<file path="src/sv/mppt_pkg.sv">
// ----------------------------------------------------------------------------
// mppt_pkg
// Shared types and reset constants for the perturb-and-observe charger.
// ----------------------------------------------------------------------------
package mppt_pkg;

  localparam int unsigned CfgIdxW = 3;

  typedef enum logic [CfgIdxW-1:0] {
    CFG_CRITICAL_INPUT_MV      = 3'd0,
    CFG_NOMINAL_INPUT_MV       = 3'd1,
    CFG_BATTERY_LIMIT_MV       = 3'd2,
    CFG_BATTERY_NOT_FULL_MV    = 3'd3,
    CFG_FULL_CHARGE_CURRENT_MA = 3'd4,
    CFG_INPUT_CURRENT_LIMIT_MA = 3'd5,
    CFG_REGULATION_MARGIN_MA   = 3'd6
  } cfg_idx_e;

  localparam logic [15:0] CriticalInputMvRst     = 16'd6500;
  localparam logic [15:0] NominalInputMvRst      = 16'd8000;
  localparam logic [15:0] BatteryLimitMvRst      = 16'd4210;
  localparam logic [15:0] BatteryNotFullMvRst    = 16'd4100;
  localparam logic [15:0] FullChargeCurrentMaRst = 16'd160;
  localparam logic [15:0] InputCurrentLimitMaRst = 16'd700;
  localparam logic [7:0]  RegulationMarginMaRst  = 8'd5;

  localparam logic [15:0] ThresholdMax = 16'hFFFF;

  typedef struct packed {
    logic [15:0] input_mv;
    logic [15:0] input_ma;
    logic [15:0] battery_mv;
    logic [15:0] battery_ma;
    logic [31:0] power;
  } in_t;

  typedef struct packed {
    logic step_up;
    logic duty_step;
    logic battery_connected;
    logic pwm_start;
    logic pwm_stop;
    logic converter_enable;
    logic fully_charged;
  } out_t;

  typedef struct packed {
    logic [15:0] critical_input_mv;
    logic [15:0] nominal_input_mv;
    logic [15:0] battery_limit_mv;
    logic [15:0] battery_not_full_mv;
    logic [15:0] full_charge_current_ma;
    logic [15:0] input_current_limit_ma;
    logic [7:0]  regulation_margin_ma;
  } cfg_t;

  typedef struct packed {
    logic        awaiting_first;
    logic        battery_on;
    logic        charge_full;
    logic        direction_up;
    logic [15:0] current_threshold;
    logic [31:0] previous_power;
    logic        dcdc_on;
  } state_t;

  localparam state_t StateRst = '{
    awaiting_first:    1'b1,
    battery_on:        1'b0,
    charge_full:       1'b0,
    direction_up:      1'b1,
    current_threshold: 16'd0,
    previous_power:    32'd0,
    dcdc_on:           1'b1
  };

endpackage

</file>
<file path="src/sv/mppt_decide.sv">
// ----------------------------------------------------------------------------
// mppt_decide
// Per-frame decision logic: battery toggling, full-charge hysteresis and
// perturb-and-observe direction, giving the next state and the result.
// ----------------------------------------------------------------------------
module mppt_decide (
  input  mppt_pkg::cfg_t   cfg_i,
  input  mppt_pkg::state_t state_i,
  input  mppt_pkg::in_t    frame_i,
  output mppt_pkg::state_t state_o,
  output mppt_pkg::out_t   result_o
);
  import mppt_pkg::*;

  logic [16:0] thr_sum;
  state_t      st;
  logic        start_pulse;
  logic        stop_pulse;
  logic        stepped;

  assign thr_sum = {1'b0, frame_i.input_ma} + {9'd0, cfg_i.regulation_margin_ma};

  always_comb begin
    st          = state_i;
    start_pulse = 1'b0;
    stop_pulse  = 1'b0;
    stepped     = 1'b0;

    // threshold is latched from the first frame only
    if (st.awaiting_first) begin
      st.current_threshold = thr_sum[16] ? ThresholdMax : thr_sum[15:0];
      st.awaiting_first    = 1'b0;
    end

    // low input toggles the switch from frame to frame
    if ((frame_i.input_mv < cfg_i.critical_input_mv) && st.battery_on) begin
      st.battery_on = 1'b0;
      start_pulse   = 1'b1;
    end else if (!st.battery_on) begin
      st.battery_on = 1'b1;
    end

    if (st.charge_full) begin
      if (frame_i.battery_mv < cfg_i.battery_not_full_mv) begin
        st.charge_full = 1'b0;
        start_pulse    = 1'b1;
        st.dcdc_on     = 1'b1;
      end
    end else if (st.battery_on) begin
      if ((frame_i.input_ma > cfg_i.input_current_limit_ma) ||
          (frame_i.input_mv < cfg_i.nominal_input_mv)) begin
        st.direction_up = 1'b0;
      end else if (frame_i.input_ma < st.current_threshold) begin
        st.direction_up = 1'b1;
      end else if (frame_i.battery_mv > cfg_i.battery_limit_mv) begin
        if (frame_i.battery_ma < cfg_i.full_charge_current_ma) begin
          st.charge_full = 1'b1;
          stop_pulse     = 1'b1;
          st.dcdc_on     = 1'b0;
        end
        st.direction_up = 1'b0;
      end else if (frame_i.power < st.previous_power) begin
        st.direction_up = !st.direction_up;
      end
      stepped           = 1'b1;
      st.previous_power = frame_i.power;
    end

    state_o                    = st;
    result_o.step_up           = st.direction_up;
    result_o.duty_step         = stepped;
    result_o.battery_connected = st.battery_on;
    result_o.pwm_start         = start_pulse;
    result_o.pwm_stop          = stop_pulse;
    result_o.converter_enable  = st.dcdc_on;
    result_o.fully_charged     = st.charge_full;
  end

endmodule

</file>
<file path="src/sv/mppt_perturb_observe_charger.sv">
// a request accepted into the input register moves into the result register
// when the result register is free or its result is taken
// throughput: one request per cycle while results are taken; a held result
// stalls the input once the input register also holds a request
// reset: valid flags clear, limits and controller state return to defaults,
// cfg always ready
// ----------------------------------------------------------------------------
// mppt_perturb_observe_charger
// Perturb-and-observe MPPT charge controller, one ADC frame per request.
// ----------------------------------------------------------------------------
module mppt_perturb_observe_charger (
  input  logic                           clk_i,
  input  logic                           rst_ni,
  input  logic                           in_valid_i,
  output logic                           in_ready_o,
  input  mppt_pkg::in_t                  in_data_i,
  output logic                           out_valid_o,
  input  logic                           out_ready_i,
  output mppt_pkg::out_t                 out_data_o,
  input  logic                           cfg_valid_i,
  output logic                           cfg_ready_o,
  input  logic [mppt_pkg::CfgIdxW-1:0]   cfg_index_i,
  input  logic [15:0]                    cfg_data_i
);
  import mppt_pkg::*;

  cfg_t   cfg_q;
  state_t state_q, state_d;
  in_t    frame_q;
  logic   frame_valid_q;
  out_t   result_q, result_d;
  logic   result_valid_q;
  logic   out_adv;
  logic   process;

  assign out_adv     = !result_valid_q || out_ready_i;
  assign process     = frame_valid_q && out_adv;
  assign in_ready_o  = !frame_valid_q || out_adv;
  assign cfg_ready_o = 1'b1;
  assign out_valid_o = result_valid_q;
  assign out_data_o  = result_q;

  mppt_decide u_decide (
    .cfg_i    (cfg_q),
    .state_i  (state_q),
    .frame_i  (frame_q),
    .state_o  (state_d),
    .result_o (result_d)
  );

  always_ff @(posedge clk_i or negedge rst_ni) begin
    if (!rst_ni) begin
      cfg_q <= '{
        critical_input_mv:      CriticalInputMvRst,
        nominal_input_mv:       NominalInputMvRst,
        battery_limit_mv:       BatteryLimitMvRst,
        battery_not_full_mv:    BatteryNotFullMvRst,
        full_charge_current_ma: FullChargeCurrentMaRst,
        input_current_limit_ma: InputCurrentLimitMaRst,
        regulation_margin_ma:   RegulationMarginMaRst
      };
    end else if (cfg_valid_i) begin
      case (cfg_idx_e'(cfg_index_i))
        CFG_CRITICAL_INPUT_MV:      cfg_q.critical_input_mv      <= cfg_data_i;
        CFG_NOMINAL_INPUT_MV:       cfg_q.nominal_input_mv       <= cfg_data_i;
        CFG_BATTERY_LIMIT_MV:       cfg_q.battery_limit_mv       <= cfg_data_i;
        CFG_BATTERY_NOT_FULL_MV:    cfg_q.battery_not_full_mv    <= cfg_data_i;
        CFG_FULL_CHARGE_CURRENT_MA: cfg_q.full_charge_current_ma <= cfg_data_i;
        CFG_INPUT_CURRENT_LIMIT_MA: cfg_q.input_current_limit_ma <= cfg_data_i;
        CFG_REGULATION_MARGIN_MA:   cfg_q.regulation_margin_ma   <= cfg_data_i[7:0];
        default: ;
      endcase
    end
  end

  always_ff @(posedge clk_i or negedge rst_ni) begin
    if (!rst_ni) begin
      frame_valid_q  <= 1'b0;
      result_valid_q <= 1'b0;
      state_q        <= StateRst;
    end else begin
      if (in_ready_o) begin
        frame_valid_q <= in_valid_i;
      end
      if (out_adv) begin
        result_valid_q <= frame_valid_q;
      end
      if (process) begin
        state_q <= state_d;
      end
    end
  end

  always_ff @(posedge clk_i) begin
    if (in_valid_i && in_ready_o) begin
      frame_q <= in_data_i;
    end
    if (process) begin
      result_q <= result_d;
    end
  end

  // restart and stop never come from the same frame
  a_pulse_excl: assert property (@(posedge clk_i) disable iff (!rst_ni)
    out_valid_o |-> !(out_data_o.pwm_start && out_data_o.pwm_stop))
    else $error("pwm start and stop in one result");

  // converter is off exactly while fully charged
  a_dcdc_full: assert property (@(posedge clk_i) disable iff (!rst_ni)
    state_q.dcdc_on == !state_q.charge_full)
    else $error("converter enable out of step with full state");

  // a duty step needs the battery switched in
  a_step_batt: assert property (@(posedge clk_i) disable iff (!rst_ni)
    out_valid_o && out_data_o.duty_step |-> out_data_o.battery_connected)
    else $error("duty step with battery disconnected");

  // threshold is taken once, on the first processed frame
  a_first_done: assert property (@(posedge clk_i) disable iff (!rst_ni)
    process |=> !state_q.awaiting_first)
    else $error("still awaiting first frame after processing");

endmodule
</file>
<file path="config.mk">
export PLATFORM = sky130hd
export DESIGN_NAME = mppt_perturb_observe_charger
export DESIGN_NICKNAME = d
export VERILOG_FILES = /design/src/sv/mppt_pkg.sv /design/src/sv/mppt_decide.sv /design/src/sv/mppt_perturb_observe_charger.sv
export SDC_FILE = /design/constraint.sdc
export NUM_CORES = 1
export LEC_CHECK = 0
export ABC_AREA = 1
export BUFFER_PORTS_ARGS = -buffer_cell sky130_fd_sc_hd__buf_2
export CAP_MARGIN = 20
export CORE_MARGIN = 3
export CORE_UTILIZATION = 55
export CTS_CLUSTER_DIAMETER = 200
export CTS_CLUSTER_SIZE = 20
export DETAILED_ROUTE_END_ITERATION = 10
export PLACE_DENSITY = 0.82
export SYNTH_ARGS = -nofsm -noshare
export SYNTH_HDL_FRONTEND = slang
export SYNTH_SLANG_ARGS = --single-unit
</file>
<file path="constraint.sdc">
create_clock -name clk_i -period 4.2 [get_ports clk_i]
set_input_delay 0.21 -clock clk_i [delete_from_list [all_inputs] [get_ports clk_i]]
set_output_delay 0.21 -clock clk_i [all_outputs]
set_load 0.05 [all_outputs]
</file>
# == Yosys cells after proc, flatten, opt, wreduce, memory -nomap -nowiden ==
# Cells that the tools add are included.
# word_totals
register_bits,262
input_bits,120
out_inout_bits,10
elab_cells,89
# op_classes
n_addsub,1
order_cmp,8
eq_ne,6
mux,25
bitwise_logic,2
reduce_logical,19
# ops
operator,count
$lt A16 B16 Y1,5
$gt A16 B16 Y1,2
$lt A32 B32 Y1,1
$mux W16,2
$mux W1,22
$add A16 B8 Y17,1
$reduce_and A2 Y1,7
$eq A3 B3 Y1 const B,3
$eq A3 B2 Y1 const B,2
$eq A3 B1 Y1 const B,1
$logic_and A1 B1 Y1,3
$logic_not A1 Y1,3
$logic_not A3 Y1,1
$logic_or A1 B1 Y1,3
$reduce_and A3 Y1,1
$mux W2,1
$not A1 Y1,2
$reduce_or A2 Y1,1

# == Depth between registers and ports, before layout ==
# logic_depth
depth_word,8
depth_mapped,24
mapped_depth_nobuf,24

# == Modules after synthesis ==
# From an unflattened synthesis, not the netlist that was laid out.
# unflattened
hier_cells,1551
area_unflattened_um2,14015.9
# by_module_without_submodules
mod,n_inst,cells_each,area_each_um2,seq_area_each_um2
mppt_perturb_observe_charger,1,804,9375.2,7111.8
mppt_decide,1,747,4640.7,0.0

# == Worst setup path after synthesis ==
# Ideal clock, no wire load.
# synth_path
kind,reg2reg
start,register result_valid_q (netlist: out_valid_o)
end,"register frame_q[0] in the netlist's numbering, enable pin"
setup_time_ns,0.449
arrival_time_ns,3.111
required_time_ns,3.751
path_slack_ns,0.640
stages_incl_launch_ff,4
n_path_buf,0
period_less_slack_ns,3.560
path_cell_list,dfrtp_1 nand3_1 nand2_1 inv_1
# synth_via
elab_chain_cells,4
# synth_rtl
element,line_no,source
"start, declared",mppt_perturb_observe_charger.sv:32,logic result_valid_q;
"start signal, assigned",mppt_perturb_observe_charger.sv:86,result_valid_q <= frame_valid_q;
$logic_not A1 Y1,mppt_perturb_observe_charger.sv:36,assign out_adv = !result_valid_q || out_ready_i;
$logic_or A1 B1 Y1,mppt_perturb_observe_charger.sv:36,
$logic_or A1 B1 Y1,mppt_perturb_observe_charger.sv:38,assign in_ready_o = !frame_valid_q || out_adv;
named net in_ready_o,mppt_perturb_observe_charger.sv:15,"output logic in_ready_o,"
$logic_and A1 B1 Y1,mppt_perturb_observe_charger.sv:95,if (in_valid_i && in_ready_o) begin
"end signal, assigned",mppt_perturb_observe_charger.sv:96,frame_q <= in_data_i;
"end, declared",mppt_perturb_observe_charger.sv:29,in_t frame_q;
# The timed path passes the listed nets, and every way through them passes these cells.
# A chain may end at the register's enable or synchronous reset.

==> results.txt <==
Status: finished, final reports clean
Number of fill cells: 1701
Die H: 160 um
Synth top area cells: dfrtp_1 24%, edfxtp_1 24%, ha_1 14%
Net Switching: 2450 uW
Setup violators final: 0
Clk pwr share: 0.226
Post-synth EDFFs: 103
Pwr Total: 7340 uW
Yosys top cell by area: dfrtp_1
Max_cap viols: 0
Worst skew pair latency: 0.51 ns
Clk root buf: clkbuf_16
Die area: 0.0255 mm^2
Syn Area/Cell: 9.90 um^2
Post-CTS setup buffers: 0
Fraction of the cycle the final worst path needs: 0.854
Max-slew headroom: 0.299
Post-synth top area share: 0.245
RR Startpoint: frame_q[64]
Worst r2r dst: out_data_o[0]
Share of cells above drive strength 1: 0.132
R2r setup slk: 0.61 ns
Lkg Pwr: 0.00727 uW
Switching share of total power: 0.334
CTS clock-pin slew for the worst setup and hold paths: 0.09 ns
Synth top cells by count: 278 x nand2_1, 200 x inv_1, 179 x o21ai_0
TNS Setup: 0 ns
Most frequent cell after synthesis: nand2_1
TritonCTS clock tree: done
Tmin final: 3.59 ns
H-tree depth: 1
Clk sinks: 262
Area grow syn2layout: 18.9%
Vias: 9849
Setup crit end kind: flip-flop
Setup crit start kind: flip-flop
Worst R2R Path Depth: 20
Unrepaired setup endpoints after global routing: false
Seq/Total Area, Yosys: 0.547
Synth async-reset ratio: 0.607
Fin nets: 1800
Slowest cell on the critical path: fa_1
Crit-path leading delay family: simple AND/OR/NAND/NOR gates
HPWL after DPL: 20.1 mm
Post-Route WL: 30.0 mm
DR vias/cell: 5.30
Chip width: 160 um
Vias in the first global route: 10000
Wire length per cell: 16.1 um
Critical path fanouts, max: 8
# DRC: 0
Critical path, cell by cell: ha_1 -> fa_1 -> nand2_1 -> nand2_1 -> nand3_2 -> nand2_2 -> nand2_2 -> inv_1 -> nor2_4 -> inv_1 -> a21oi_1 -> o21ai_0 -> o21ai_0 -> ha_1 -> nand3b_1 -> a21oi_1 -> a2111oi_0 -> nand2_1 -> nand3_2 -> nand2_2
First-pass GRT wire length: 49.1 mm
Global route overflow: 0
WHS Path Cells: 3
Total GRT Usage: 0.235
Initial drt markers: 655
Yosys cell types: 44
Initial antenna violation count: 0
Flops & latches, synth: 262
Placeable core area: 0.0229 mm^2
Synthesized area: 0.0130 mm^2
Worst Path Required: 4.45 ns
Gpl congestion: 0.872
Diode count: 0
Hold Crit Class: primary input to flip-flop
Syn Inst Count: 1313
First-pass iteration count of the detailed router: 5
Seq. cell area: 0.00711 mm^2
Total CTS buffers: 17
Crit path capture: out_data_o[0]
Max stage delay on crit path: 0.41 ns
Worst Setup Path Type: flip-flop to flip-flop
Bufs and invs on worst path: 2
Critical Path Stages: 20
Peak VDD IR: 0.000344 V
Multi-input logic area: 0.00501 mm^2
CP arrival: 3.84 ns
Flop pwr share: 0.480
Post_cts resized: 0
Layout Skew: 0.0208 ns
Most used DFF post-synth: dfrtp_1
Starting Density: 0.567
Row cnt: 55
Slew @ Worst Pin: 1.05 ns
Combinational cell fraction of total power: 0.295
Mapped Nets: 1580
Setup crit start: frame_q[64]
Largest net degree at the start of global routing: 91
Ports: 130
Antenna viol nets, final: 0
Final Hold Viols: 0
Max Freq: 279 MHz
CTS Buffer Depth: 3
Power Density: 475 mW/mm^2
Max-slew violations: 0
Buffers on Ports: 128
Yosys warnings: 0
Int Power: 4890 uW
[power by group through the flow]
stage	combinational [uW]	sequential [uW]	clock (uW)
5_1_grt	2500	3580	1790
3_5_place_dp	2050	3550	0
2_1_floorplan	1460	3540	0
3_3_place_gp	1930	3540	0
4_1_cts	2140	3510	1680
6_report	2160	3520	1660
[per-stage QoR]
step | instance area [um^2] | hold slack, ns | util | cells | worst slack [ns]
2_1_floorplan | 13000 | -0.0856 | - | 1313 | 0.640
3_3_place_gp | 14000 | 0.252 | 0.609 | 1727 | 0.806
3_5_place_dp | 14000 | 0.254 | 0.609 | 1727 | 0.636
4_1_cts | 15400 | 0.0617 | 0.674 | 1856 | 0.627
5_1_grt | 15500 | 0.0929 | 0.674 | 1857 | 0.204
6_report | 15500 | 0.0835 | 0.674 | 1857 | 0.613
[worst min-delay path by stage]
stage	from	to	slack, ns
floorplan	rst_ni	cfg_q[101]	-0.09
global placement	rst_ni	state_q[12]	0.25
detailed placement	rst_ni	state_q[12]	0.25
CTS	cfg_data_i[14]	cfg_q[70]	0.06
global route	cfg_data_i[13]	cfg_q[69]	0.09
finish	cfg_data_i[13]	cfg_q[21]	0.08
[layer usage]
| layer | vias up | wire [um] | global-route usage |
|---|---|---|---|
| met5 | - | 0 | 0 |
| met4 | 0 | 1090 | 0.0764 |
| met3 | 62 | 1500 | 0.0337 |
| met2 | 277 | 14500 | 0.399 |
| met1 | 4684 | 12900 | 0.313 |
| li1 | 4826 | - | - |
[area by class of cell]
class,count,area share
clock buffers,28,0.0302
multi-input cells,820,0.324
repair buffers,232,0.110
well taps,313,0.0253
clock inverters,2,0.00186
inverters,200,0.0487
flip-flops and latches,262,0.460
[kinds of logic after synthesis]
family / count (synthesis) / share of synthesized area
flip-flops: 262 / 0.547
buffers and inverters: 231 / 0.0673
AO/OA/AOI/OAI: 297 / 0.121
AND/OR/NAND/NOR: 369 / 0.118
adder cells (fa/ha/maj): 147 / 0.142
other: 1 / 0.000289
XOR/XNOR: 6 / 0.00404
[worst register-to-register path: stages, from the launching register on]
cell	delay (ns)
edfxtp_1	0.40
ha_1	0.23
fa_1	0.41
nand2_1	0.09
nand2_1	0.08
nand3_2	0.10
nand2_2	0.08
nand2_2	0.10
inv_1	0.07
nor2_4	0.15
inv_1	0.17
a21oi_1	0.14
o21ai_0	0.08
o21ai_0	0.12
ha_1	0.29
nand3b_1	0.10
a21oi_1	0.06
a2111oi_0	0.32
nand2_1	0.16
nand3_2	0.12
nand2_2	0.07
[cell usage in the layout (no fill, tap or decap), drive strengths merged, types with 3 or more instances in the layout]
cell type,n
a21oi,79
buf,133
clkbuf,28
dfrtp,127
dfstp,32
dlygate4sd3,99
edfxtp,103
ha,146
inv,202
nand2,285
nand3,27
nand4,12
nor2,30
nor3,7
o211ai,6
o21a,5
o21ai,184
o221ai,3
o22ai,10
or2,4
xor2,4
[sequential cells by signal, indices dropped and copies added (netlist names)]
| signal | cells |
|---|---|
| state_q | 53 |
| out_data_o | 7 |
| frame_q | 96 |
| cfg_q | 104 |
| frame_valid_q | 1 |
| out_valid_o | 1 |
[timing repair]
item                       in CTS  in global routing
hold buffers                   99                  0
setup endpoints to repair       0                  0
hold endpoints to repair      152                  0
No activity file was read; power rests on OpenSTA's default activity.
